===== src/rtl/image_rotate_inverse_map_macros.svh =====
// ----------------------------------------------------------------------------
// image_rotate_inverse_map_macros
// Assertion macros shared by the rotation block.
// ----------------------------------------------------------------------------
`ifndef IMAGE_ROTATE_INVERSE_MAP_MACROS_SVH
`define IMAGE_ROTATE_INVERSE_MAP_MACROS_SVH

// same-cycle implication
`define IRIM_ASSERT_NOW(label, clk, rst, ante, cons, msg) \
   label: assert property (@(posedge clk) disable iff (rst) (ante) |-> (cons)) \
      else $error(msg);

// next-cycle implication
`define IRIM_ASSERT_NEXT(label, clk, rst, ante, cons, msg) \
   label: assert property (@(posedge clk) disable iff (rst) (ante) |=> (cons)) \
      else $error(msg);

`endif


===== src/rtl/irim_pkg.sv =====
// ----------------------------------------------------------------------------
// irim_pkg
// Types, widths and constants of the image rotation block.
// ----------------------------------------------------------------------------
package irim_pkg;

   // default sizing
   localparam int DEF_MAX_WIDTH      = 256;
   localparam int DEF_MAX_HEIGHT     = 256;
   localparam int DEF_TRIG_FRAC_BITS = 14;

   // field widths
   localparam int POS_W   = 9;
   localparam int PIXEL_W = 16;
   localparam int TRIG_W  = 16;
   localparam int SIZE_W  = 9;
   localparam int BOX_OUT_W = 10;

   // corner product: unsigned size (as 10-bit signed) times trig value
   localparam int CORNER_PROD_W = SIZE_W + 1 + TRIG_W;

   // configuration port
   localparam int CSR_INDEX_W = 3;
   localparam int CSR_DATA_W  = 16;

   localparam logic [CSR_INDEX_W-1:0] REG_SRC_WIDTH  = 3'd0;
   localparam logic [CSR_INDEX_W-1:0] REG_SRC_HEIGHT = 3'd1;
   localparam logic [CSR_INDEX_W-1:0] REG_COS_Q14    = 3'd2;
   localparam logic [CSR_INDEX_W-1:0] REG_SIN_Q14    = 3'd3;
   localparam logic [CSR_INDEX_W-1:0] REG_BACK_COLOR = 3'd4;

   localparam logic [SIZE_W-1:0]         RST_SRC_WIDTH  = 9'd256;
   localparam logic [SIZE_W-1:0]         RST_SRC_HEIGHT = 9'd256;
   localparam logic signed [TRIG_W-1:0]  RST_COS_Q14    = 16'sd16384;
   localparam logic signed [TRIG_W-1:0]  RST_SIN_Q14    = 16'sd0;
   localparam logic [PIXEL_W-1:0]        RST_BACK_COLOR = 16'd63519;

   // request kinds
   localparam logic REQ_WRITE = 1'b0;
   localparam logic REQ_READ  = 1'b1;

   typedef struct packed {
      logic               req_type;
      logic [POS_W-1:0]   pos_x;
      logic [POS_W-1:0]   pos_y;
      logic [PIXEL_W-1:0] pixel_in;
   } req_data_type;

   typedef struct packed {
      logic [PIXEL_W-1:0]   pixel_out;
      logic                 covered;
      logic [BOX_OUT_W-1:0] out_width;
      logic [BOX_OUT_W-1:0] out_height;
   } rsp_data_type;

   // controller to datapath
   typedef struct packed {
      logic capture;
      logic wr_pixel;
      logic corner_mul;
      logic corner_sum;
      logic box;
      logic offset;
      logic map_mul;
      logic map_sum;
      logic addr;
      logic load_out;
   } cmd_type;

   // datapath to controller
   typedef struct packed {
      logic req_is_read;
      logic out_busy;
   } status_type;

endpackage


===== src/rtl/irim_ctrl.sv =====
// ----------------------------------------------------------------------------
// irim_ctrl
// Sequencer that steps one request at a time through the datapath.
// ----------------------------------------------------------------------------
module irim_ctrl (
   input  logic                  clock,
   input  logic                  reset,
   input  logic                  req_valid,
   output logic                  req_stall,
   input  irim_pkg::status_type  status,
   output irim_pkg::cmd_type     cmd
);

   localparam logic [3:0] ST_IDLE   = 4'd0;
   localparam logic [3:0] ST_WRITE  = 4'd1;
   localparam logic [3:0] ST_CMUL   = 4'd2;
   localparam logic [3:0] ST_CSUM   = 4'd3;
   localparam logic [3:0] ST_BOX    = 4'd4;
   localparam logic [3:0] ST_OFFSET = 4'd5;
   localparam logic [3:0] ST_MMUL   = 4'd6;
   localparam logic [3:0] ST_MSUM   = 4'd7;
   localparam logic [3:0] ST_ADDR   = 4'd8;
   localparam logic [3:0] ST_READ   = 4'd9;
   localparam logic [3:0] ST_LOAD   = 4'd10;

   logic [3:0] state_ff;
   logic [3:0] state_in;

   always_comb begin
      state_in  = state_ff;
      cmd       = '0;
      req_stall = 1'b1;
      case (state_ff)
         ST_IDLE: begin
            req_stall = 1'b0;
            if (req_valid) begin
               cmd.capture = 1'b1;
               state_in    = status.req_is_read ? ST_CMUL : ST_WRITE;
            end
         end
         ST_WRITE: begin
            cmd.wr_pixel = 1'b1;
            state_in     = ST_IDLE;
         end
         ST_CMUL: begin
            cmd.corner_mul = 1'b1;
            state_in       = ST_CSUM;
         end
         ST_CSUM: begin
            cmd.corner_sum = 1'b1;
            state_in       = ST_BOX;
         end
         ST_BOX: begin
            cmd.box  = 1'b1;
            state_in = ST_OFFSET;
         end
         ST_OFFSET: begin
            cmd.offset = 1'b1;
            state_in   = ST_MMUL;
         end
         ST_MMUL: begin
            cmd.map_mul = 1'b1;
            state_in    = ST_MSUM;
         end
         ST_MSUM: begin
            cmd.map_sum = 1'b1;
            state_in    = ST_ADDR;
         end
         ST_ADDR: begin
            cmd.addr = 1'b1;
            state_in = ST_READ;
         end
         ST_READ: begin
            // ram read in flight
            state_in = ST_LOAD;
         end
         ST_LOAD: begin
            // wait for the result register to free up
            if (!status.out_busy) begin
               cmd.load_out = 1'b1;
               state_in     = ST_IDLE;
            end
         end
         default: begin
            state_in = ST_IDLE;
         end
      endcase
   end

   always_ff @(posedge clock) begin
      if (reset) begin
         state_ff <= ST_IDLE;
      end else begin
         state_ff <= state_in;
      end
   end

`include "image_rotate_inverse_map_macros.svh"

   `IRIM_ASSERT_NOW(a_one_step, clock, reset, 1'b1, $onehot0({cmd.wr_pixel, cmd.corner_mul, cmd.corner_sum, cmd.box, cmd.offset, cmd.map_mul, cmd.map_sum, cmd.addr, cmd.load_out}), "more than one datapath step issued")
   `IRIM_ASSERT_NEXT(a_busy_after_take, clock, reset, cmd.capture, req_stall, "second transfer taken while busy")
   `IRIM_ASSERT_NOW(a_write_follows_take, clock, reset, cmd.wr_pixel, $past(cmd.capture), "pixel write without a preceding transfer")

endmodule


===== config.mk =====
export PLATFORM = sky130hd
export DESIGN_NAME = irim_ctrl
export DESIGN_NICKNAME = d
export VERILOG_FILES = /design/src/rtl/irim_pkg.sv /design/src/rtl/irim_ctrl.sv
export VERILOG_INCLUDE_DIRS = /design/src /design/src/rtl
export SDC_FILE = /design/constraint.sdc
export NUM_CORES = 1
export LEC_CHECK = 0
export ABC_CLOCK_PERIOD_IN_PS = 1600
export BUFFER_PORTS_ARGS = -buffer_cell sky130_fd_sc_hd__clkbuf_2
export CAP_MARGIN = 20
export CORE_AREA = 4 4 41 43
export CTS_CLUSTER_DIAMETER = 150
export DETAILED_ROUTE_END_ITERATION = 6
export DIE_AREA = 0 0 45 47
export SETUP_SLACK_MARGIN = 0.15
export SYNTH_ARGS = -nofsm -noshare
export SYNTH_HDL_FRONTEND = slang
export SYNTH_SLANG_ARGS = --single-unit
export TNS_END_PERCENT = 20

===== constraint.sdc =====
create_clock -name clock -period 1.6 [get_ports clock]
set_input_delay 0.32 -clock clock [delete_from_list [all_inputs] [get_ports clock]]
set_output_delay 0.32 -clock clock [all_outputs]
set_load 0.05 [all_outputs]

### After elaboration in Yosys (flattened, before gate mapping)

Cells that the tools add are included.

| storage, ports and cells | value |
|---|---|
| bits in registers | 4 |
| bits of input ports | 5 |
| output and inout port bits | 11 |

| cells by class | value |
|---|---|
| eq/ne operators | 12 |
| mux-type cells | 17 |
| reductions and logical operators | 2 |

Operator list:

| cell | count |
|---|---|
| $pmux W4 S10 | 1 |
| $eq A4 B3 Y1 const B | 4 |
| $mux W1 | 13 |
| $eq A4 B4 Y1 const B | 3 |
| $eq A4 B2 Y1 const B | 2 |
| $mux W4 | 2 |
| $eq A4 B1 Y1 const B | 1 |
| $logic_not A4 Y1 | 1 |
| $ne A2 B2 Y1 const B | 2 |
| $mux W2 | 1 |
| $reduce_and A2 Y1 | 1 |

### Depth between registers and ports, before layout

Gate-level depths: netlist (run 1).

| depth | value |
|---|---|
| word-level depth | 3 |
| depth in mapped cells | 5 |

### Least setup slack after synthesis (run 1)

No wires, ideal clock.

| timing path | value |
|---|---|
| kind | flip-flop to output port |
| from | register state_ff[2] |
| to | output port cmd[1] in the netlist's numbering |
| arrival | 1760 ps |
| data required time | 1280 ps |
| setup slack | -480 ps |
| cell stages (with the launch flop) | 3 |
| cells stage by stage | dfxtp_1 or2_1 nor3b_1 |

RTL lines:

| item | line | source |
|---|---|---|
| start: declaration | irim_ctrl.sv:26 | `logic [3:0] state_ff;` |
| start signal: assignment | irim_ctrl.sv:94 | `state_ff <= state_in;` |
| end: declaration | irim_ctrl.sv:11 | `output irim_pkg::cmd_type cmd` |

==> results of run 1 <==
per-layer routing:
layer  wire (um)  vias up  GRT usage
met5           0        -          0
met4           0        0    0.07602
met3          69        0    0.02682
met2         423       18     0.1328
met1         409      166     0.1455
li1            -      192          -
path summary, 6_finish.rpt:
kind	start	endpoint
worst max register to register	state_ff[3]	state_ff[1]
worst min-delay path	reset	state_ff[2]
worst min register to register	state_ff[0]	state_ff[0]
worst max-delay path	state_ff[2]	cmd[1]
logic make-up after synthesis:
family                    count (synthesis)  share of synthesized area
xor gates and xnor gates                  2                    0.05557
DFF                                       4                     0.2540
buffers and inverters                     6                     0.1191
AOI/OAI and AO/OA                         8                     0.1786
and+or+nand+nor                          25                     0.3929
final cells by class:
type | count | area, sq um | area share
Sequential cell | 4 | 86.33 | 0.1530
Multi-Input combinational cell | 35 | 260.3 | 0.4612
Inverter | 3 | 11.26 | 0.01996
Clock buffer | 3 | 22.52 | 0.03991
Tap cell | 15 | 18.77 | 0.03326
Timing Repair Buffer | 18 | 165.2 | 0.2927
power groups by stage:
stage	clock network (mW)	logic, mW	registers [mW]
4_1_cts	0.129	0.116	0.117
5_1_grt	0.137	0.142	0.120
3_5_place_dp	0	0.111	0.117
2_1_floorplan	0	0.0950	0.109
3_3_place_gp	0	0.111	0.117
6_report	0.122	0.132	0.118
critical path: stages (launching register included):
cell and delay [ps]:
sky130_fd_sc_hd__dfxtp_2 360, sky130_fd_sc_hd__or2_4 270, sky130_fd_sc_hd__nor3b_4 200, sky130_fd_sc_hd__buf_8 170
metrics by stage:
step / area (sq um) / instances / TNS (ps)
after floorplan: 342.8 / 45 / -17.74
after global placement: 432.9 / 75 / 0
after detailed placement: 432.9 / 75 / 0
after CTS: 498.0 / 78 / 0
after global routing: 564.3 / 78 / -11.68
final: 564.3 / 78 / 0
synth_stat cells:
cell type / n / area, sq um
sky130_fd_sc_hd__and3_1: 1 / 6.260
sky130_fd_sc_hd__a211o_1: 1 / 8.760
sky130_fd_sc_hd__or3_1: 1 / 6.260
sky130_fd_sc_hd__o311a_1: 1 / 10.01
sky130_fd_sc_hd__dfxtp_1: 4 / 80.08
sky130_fd_sc_hd__nor3b_1: 1 / 7.510
sky130_fd_sc_hd__buf_6: 1 / 11.26
sky130_fd_sc_hd__nor3_1: 5 / 25.02
sky130_fd_sc_hd__nand3_1: 1 / 5.000
sky130_fd_sc_hd__nand2b_1: 1 / 6.260
sky130_fd_sc_hd__nor3_2: 1 / 10.01
sky130_fd_sc_hd__a21oi_1: 2 / 10.01
sky130_fd_sc_hd__a31oi_1: 1 / 6.260
sky130_fd_sc_hd__clkbuf_4: 1 / 7.510
sky130_fd_sc_hd__buf_4: 1 / 7.510
sky130_fd_sc_hd__inv_2: 1 / 3.750
sky130_fd_sc_hd__or2_1: 1 / 6.260
sky130_fd_sc_hd__nor2b_1: 1 / 6.260
sky130_fd_sc_hd__o21ai_0: 1 / 5.000
sky130_fd_sc_hd__nor2_1: 7 / 26.28
sky130_fd_sc_hd__xnor2_1: 2 / 17.52
sky130_fd_sc_hd__inv_1: 2 / 7.510
sky130_fd_sc_hd__o31ai_1: 1 / 7.510
sky130_fd_sc_hd__a31o_1: 1 / 8.760
sky130_fd_sc_hd__nand2_1: 5 / 18.77
timing repair:
item | in CTS | in global routing
setup endpoints to repair | 11 | 11
cloned | 0 | 0
endpoints found under the hold margin | 0 | 0
setup buffers | 0 | 0
gates resized for setup | 14 | 31
==> run_summary.xml, run 1 <==
<?xml version="1.0" encoding="UTF-8"?>
<metrics>
  <group name="pwr">
    <metric name="pwr-share-comb" unit="">0.355</metric>
    <metric name="sw_frac_of_total" unit="">0.3660</metric>
    <metric name="max-vdd-ir-drop" unit="uV">340.4</metric>
    <metric name="power" unit="mW">0.3723</metric>
    <metric name="share_clk_of_total_power" unit="">0.328</metric>
    <metric name="switchingPower" unit="mW">0.1363</metric>
    <metric name="p_leak" unit="nW">0.2346</metric>
    <metric name="seq_power_share" unit="">0.317</metric>
    <metric name="power_per_cell_area" unit="nW/um^2">659.8</metric>
    <metric name="internal_power" unit="mW">0.2360</metric>
  </group>
  <group name="clock_network">
    <metric name="ctsLongestPathBuffers" unit="">2</metric>
    <metric name="clock_tree.root_cell" unit="">sky130_fd_sc_hd__clkbuf_4</metric>
    <metric name="cts.htree.levels" unit="">1</metric>
    <metric name="cts_inserted_buffers" unit="">3</metric>
    <metric name="clock_tree_from_tritoncts" unit="">built</metric>
    <metric name="clk_pin_slew_worst_paths" unit="ps">40</metric>
    <metric name="hold_buffers" unit="">0</metric>
    <metric name="cts_sinks" unit="">4</metric>
    <metric name="clock_latency_late_sink" unit="ps">230</metric>
  </group>
  <group name="min_path">
    <metric name="timing.hold.worst.class" unit="">primary input to flop</metric>
    <metric name="hold_depth" unit="">2</metric>
  </group>
  <group name="routing">
    <metric name="detail-route-antenna-nets" unit="">0</metric>
    <metric name="drt-wirelength-per-cell" unit="um">11.56</metric>
    <metric name="routed-via-count" unit="">376</metric>
    <metric name="drt-vias-per-instance" unit="">4.821</metric>
    <metric name="drt_pass1_iterations" unit="">5</metric>
    <metric name="drt_drc_violations_left" unit="">0</metric>
    <metric name="detailedRoute.firstIterationViolations" unit="">11</metric>
    <metric name="routed_wl" unit="um">902</metric>
  </group>
  <group name="flow_run">
    <metric name="timing.max_cap.violations" unit="">0</metric>
  </group>
  <group name="grt">
    <metric name="global_route.overflow_total" unit="">0</metric>
    <metric name="maximum_number_of_pins_on_one_net_before_global_route_repair" unit="">10</metric>
    <metric name="antenna_found_initial" unit="">0</metric>
    <metric name="grt_use_total" unit="">0.1035</metric>
    <metric name="grt_pass1_wl" unit="um">1587</metric>
    <metric name="first_global_vias" unit="">365</metric>
  </group>
  <group name="timing">
    <metric name="post-route-min-period" unit="ps">1551</metric>
    <metric name="timing_hold_violations_final" unit="">0</metric>
    <metric name="final.setup.worst_slack" unit="ps">48.76</metric>
    <metric name="timing_worst_slew_pin_value" unit="ps">280.9</metric>
    <metric name="hold_slack" unit="ps">313.0</metric>
    <metric name="final.period_utilization" unit="">0.9695</metric>
    <metric name="max-slew-margin-rel" unit="">0.8135</metric>
    <metric name="final.setup_skew" unit="ps">1.953</metric>
    <metric name="finalSetupViolCount" unit="">0</metric>
    <metric name="rsz0062_at_grt" unit="">yes</metric>
    <metric name="final_max_slew_viol_count" unit="">0</metric>
    <metric name="achievable-frequency" unit="MHz">644.6</metric>
  </group>
  <group name="final_layout">
    <metric name="largest_reg_flops" unit="">4</metric>
    <metric name="post-route-util" unit="">0.4337</metric>
    <metric name="antennaDiodeCount" unit="">0</metric>
    <metric name="nNetsFinal" unit="">70</metric>
    <metric name="layout-drive-gt1-share" unit="">0.5873</metric>
    <metric name="fillerInstances" unit="">138</metric>
    <metric name="final_common_cell" unit="">sky130_fd_sc_hd__buf_6</metric>
    <metric name="area_growth" unit="%">78.97</metric>
    <metric name="mostFrequentLayoutCells" unit="">6 x sky130_fd_sc_hd__buf_6, 5 x sky130_fd_sc_hd__clkbuf_2, 4 x sky130_fd_sc_hd__nor2_1, 4 x sky130_fd_sc_hd__nand2_1, 4 x sky130_fd_sc_hd__buf_4</metric>
    <metric name="max_flop_register" unit="">state_ff</metric>
    <metric name="largestRegisters" unit="">state_ff (4)</metric>
  </group>
  <group name="placement">
    <metric name="gpl.final_weighted_congestion" unit="">0.8008</metric>
    <metric name="detailedPlace.worstSlack" unit="ps">166.3</metric>
    <metric name="detailed_place_hpwl" unit="um">669.1</metric>
    <metric name="port_buf_inserts" unit="">15</metric>
  </group>
  <group name="synthesis">
    <metric name="synth_seq_area_share" unit="">0.2540</metric>
    <metric name="synth_cells" unit="">45</metric>
    <metric name="syn-cell-area" unit="sq um">315.3</metric>
    <metric name="syn_nets" unit="">50</metric>
    <metric name="synth_cell_types" unit="">25</metric>
    <metric name="synth.yosys.warnings" unit="">0</metric>
    <metric name="syn-mean-instance-area" unit="sq um">7.007</metric>
    <metric name="synth.ff_latch_count" unit="">4</metric>
  </group>
  <group name="floorplanning">
    <metric name="top_level_ports" unit="">16</metric>
    <metric name="start_util" unit="">0.2423</metric>
    <metric name="core_box_area" unit="sq um">1301</metric>
    <metric name="die_area" unit="sq um">2115</metric>
    <metric name="die-height" unit="um">47</metric>
    <metric name="die_width" unit="um">45</metric>
    <metric name="placementRows" unit="">13</metric>
  </group>
  <group name="run_status">
    <metric name="run_status" unit="">finished clean</metric>
  </group>
  <group name="critical_path">
    <metric name="r2r.worst_path.cells" unit="">5</metric>
    <metric name="worst_ep_arrival_time" unit="ps">1230</metric>
    <metric name="worst-endpoint-required" unit="ps">1280</metric>
    <metric name="register_to_register_setup_slack" unit="ps">330</metric>
    <metric name="critical_path_start_end_classification" unit="">flop to output pin</metric>
    <metric name="worstSetupStartpointType" unit="">flop</metric>
    <metric name="setup.worst_path.end_class" unit="">output pin</metric>
    <metric name="critical_path.max_fanout" unit="">7</metric>
  </group>
</metrics>
Power figures use the tool's default switching activity.
==> run 2: changes to the inputs <==
- REMOVE_ABC_BUFFERS: default -> 1
==> run 2 against run 1 <==
  * Non-clock buffer count unchanged
  * Sequential power is essentially flat
  * Final area decreased by 12%
  * Via count shrank 1.1%
  * Global-route usage is 1.8 points lower
  * Clock-buffer cell count did not move
  * Largest cell class unchanged
  * Highest routed layer unchanged
  * Combinational power down 6%
  * Die area unchanged
==> run_summary.xml, run 2 (synthesis gave the netlist of run 1 again) <==
<?xml version="1.0" encoding="UTF-8"?>
<metrics>
  <group name="run_status">
    <metric name="run_status" unit="">finished clean</metric>
  </group>
  <group name="routing">
    <metric name="drt_drc_violations_left" unit="">0</metric>
    <metric name="drt-wirelength-per-cell" unit="um">10.49</metric>
    <metric name="drt_pass1_iterations" unit="">4</metric>
    <metric name="detail-route-antenna-nets" unit="">0</metric>
    <metric name="detailedRoute.firstIterationViolations" unit="">3</metric>
    <metric name="routed_wl" unit="um">818</metric>
    <metric name="drt-vias-per-instance" unit="">4.769</metric>
    <metric name="routed-via-count" unit="">372</metric>
  </group>
  <group name="timing">
    <metric name="timing_hold_violations_final" unit="">0</metric>
    <metric name="timing_worst_slew_pin_value" unit="ps">277.0</metric>
    <metric name="achievable-frequency" unit="MHz">643.5</metric>
    <metric name="rsz0062_at_grt" unit="">yes</metric>
    <metric name="finalSetupViolCount" unit="">0</metric>
    <metric name="hold_slack" unit="ps">312.3</metric>
    <metric name="final_max_slew_viol_count" unit="">0</metric>
    <metric name="max-slew-margin-rel" unit="">0.8161</metric>
    <metric name="final.period_utilization" unit="">0.9712</metric>
    <metric name="final.setup.worst_slack" unit="ps">46.09</metric>
    <metric name="tns" unit="ps">0</metric>
    <metric name="post-route-min-period" unit="ps">1554</metric>
    <metric name="final.setup_skew" unit="ps">1.119</metric>
  </group>
  <group name="pwr">
    <metric name="pwr-share-comb" unit="">0.345</metric>
    <metric name="max-vdd-ir-drop" unit="uV">274.5</metric>
    <metric name="switchingPower" unit="mW">0.1259</metric>
    <metric name="power_per_cell_area" unit="nW/um^2">726.2</metric>
    <metric name="sw_frac_of_total" unit="">0.3508</metric>
    <metric name="share_clk_of_total_power" unit="">0.334</metric>
    <metric name="p_leak" unit="nW">0.2261</metric>
    <metric name="internal_power" unit="mW">0.2330</metric>
    <metric name="seq_power_share" unit="">0.322</metric>
  </group>
  <group name="final_layout">
    <metric name="antennaDiodeCount" unit="">0</metric>
    <metric name="layout-drive-gt1-share" unit="">0.4921</metric>
    <metric name="largestRegisters" unit="">state_ff (4)</metric>
    <metric name="max_flop_register" unit="">state_ff</metric>
    <metric name="area.sequential" unit="sq um">90.09</metric>
    <metric name="multi_input_area" unit="sq um">215.2</metric>
    <metric name="nNetsFinal" unit="">70</metric>
    <metric name="largest_reg_flops" unit="">4</metric>
    <metric name="area_growth" unit="%">56.75</metric>
    <metric name="final_common_cell" unit="">sky130_fd_sc_hd__clkbuf_4</metric>
    <metric name="fillerInstances" unit="">142</metric>
    <metric name="mostFrequentLayoutCells" unit="">8 x sky130_fd_sc_hd__clkbuf_4, 7 x sky130_fd_sc_hd__clkbuf_2, 6 x sky130_fd_sc_hd__nor2_1, 5 x sky130_fd_sc_hd__nand2_1, 5 x sky130_fd_sc_hd__nor3_1</metric>
  </group>
  <group name="clock_network">
    <metric name="clock_tree_from_tritoncts" unit="">built</metric>
    <metric name="ctsLongestPathBuffers" unit="">2</metric>
    <metric name="cts_inserted_buffers" unit="">3</metric>
    <metric name="clock_latency_late_sink" unit="ps">230</metric>
    <metric name="cts_sinks" unit="">4</metric>
    <metric name="clk_pin_slew_worst_paths" unit="ps">40</metric>
    <metric name="cts.htree.levels" unit="">1</metric>
    <metric name="clock_tree.root_cell" unit="">sky130_fd_sc_hd__clkbuf_4</metric>
  </group>
  <group name="grt">
    <metric name="antenna_found_initial" unit="">0</metric>
    <metric name="global_route.overflow_total" unit="">0</metric>
    <metric name="first_global_vias" unit="">313</metric>
    <metric name="maximum_number_of_pins_on_one_net_before_global_route_repair" unit="">10</metric>
    <metric name="grt_use_total" unit="">0.08531</metric>
    <metric name="grt_pass1_wl" unit="um">1262</metric>
  </group>
  <group name="placement">
    <metric name="detailedPlace.worstSlack" unit="ps">171.2</metric>
    <metric name="detailed_place_hpwl" unit="um">633.5</metric>
    <metric name="port_buf_inserts" unit="">15</metric>
    <metric name="gpl.final_weighted_congestion" unit="">0.7944</metric>
  </group>
  <group name="flow_run">
    <metric name="timing.max_cap.violations" unit="">0</metric>
  </group>
  <group name="min_path">
    <metric name="hold_depth" unit="">2</metric>
    <metric name="timing.hold.worst.class" unit="">primary input to flop</metric>
    <metric name="worst_hold_path.endpoint" unit="">state_ff[2]</metric>
    <metric name="min-delay-start" unit="">reset</metric>
  </group>
  <group name="floorplanning">
    <metric name="die-height" unit="um">47</metric>
    <metric name="die_width" unit="um">45</metric>
    <metric name="core_box_area" unit="sq um">1301</metric>
    <metric name="start_util" unit="">0.2423</metric>
    <metric name="top_level_ports" unit="">16</metric>
    <metric name="die_area" unit="sq um">2115</metric>
    <metric name="placementRows" unit="">13</metric>
  </group>
  <group name="critical_path">
    <metric name="setup.worst_path.end_class" unit="">output pin</metric>
    <metric name="worstSetupStartpointType" unit="">flop</metric>
    <metric name="worst-endpoint-required" unit="ps">1280</metric>
    <metric name="r2r.worst_path.cells" unit="">4</metric>
    <metric name="launch_instance_of_the_worst_register_to_register_path" unit="">state_ff[2]</metric>
    <metric name="register_to_register_setup_slack" unit="ps">270</metric>
    <metric name="crit-reg2reg-capture" unit="">state_ff[1]</metric>
    <metric name="critical_path.max_fanout" unit="">7</metric>
    <metric name="critical_path_start_end_classification" unit="">flop to output pin</metric>
    <metric name="worst_ep_arrival_time" unit="ps">1230</metric>
  </group>
</metrics>
[run 2: cell types whose count changed in the layout (fill, tap and decap cells not counted), moves of 2 or more]
cell	delta
sky130_fd_sc_hd__buf_6	-6
sky130_fd_sc_hd__clkbuf_2	+2
sky130_fd_sc_hd__clkbuf_4	+5
sky130_fd_sc_hd__nor2_1	+2
sky130_fd_sc_hd__nor2_2	-2
sky130_fd_sc_hd__nor3_1	+4
sky130_fd_sc_hd__nor3_4	-3
[run 2: what timing repair did]
action	in CTS	in global routing
setup endpoints to repair	11	11
gates cloned	0	0
resized for setup	19	2
hold endpoints to repair	0	0
hold buffers	0	0
pin swaps	0	2
buffers inserted	0	1
[run 2: critical path, stage by stage (launching register included)]
cell and delay [ps]:
sky130_fd_sc_hd__dfxtp_4 360, sky130_fd_sc_hd__or2_4 260, sky130_fd_sc_hd__nor3b_2 190, sky130_fd_sc_hd__clkbuf_8 200
[run 2: stage by stage]
step | util | instances | area (sq um) | total power [mW]
6_report | 0.3798 | 78 | 494.2 | 0.3589
5_1_grt | 0.3798 | 78 | 494.2 | 0.3814
4_1_cts | 0.3702 | 77 | 481.7 | 0.3638
3_5_place_dp | 0.3058 | 74 | 397.9 | 0.2235
3_3_place_gp | 0.3058 | 74 | 397.9 | 0.2236
2_1_floorplan | - | 42 | 289.0 | 0.1941
[run 2: how the worst max path moves through the flow]
stage	startpoint	endpoint	slack, ps	cells past startpoint
CTS	state_ff[1]	cmd[1]	60	3
global placement	state_ff[2]	cmd[1]	150	3
floorplan	state_ff[1]	cmd[1]	-530	2
finish	state_ff[2]	cmd[1]	50	3
global route	state_ff[2]	cmd[1]	3	3
detailed placement	state_ff[2]	cmd[1]	170	3
[run 2: layer usage]
metal  GRT usage  routed length [um]  vias to the layer above
met2      0.1497                 448                        8
met1     0.09091                 321                      172
li1            -                   -                      192
met4     0.03509                   0                        0
met5           0                   0                        -
met3     0.03448                  48                        0
[run 2: layout make-up]
class                   count  area share
inverters                   3     0.02278
well taps                  15     0.03797
clock buffers               3     0.04557
repair buffers             18      0.2759
flip-flops and latches      4      0.1823
multi-input cells          35      0.4354
[run 2: power by group through the flow]
stage	clock (mW)	combinational [mW]	sequential (mW)
final	0.120	0.124	0.115
after global routing	0.133	0.131	0.117
after detailed placement	0	0.108	0.115
after floorplan	0	0.0787	0.115
after global placement	0	0.109	0.115
after CTS	0.127	0.120	0.117
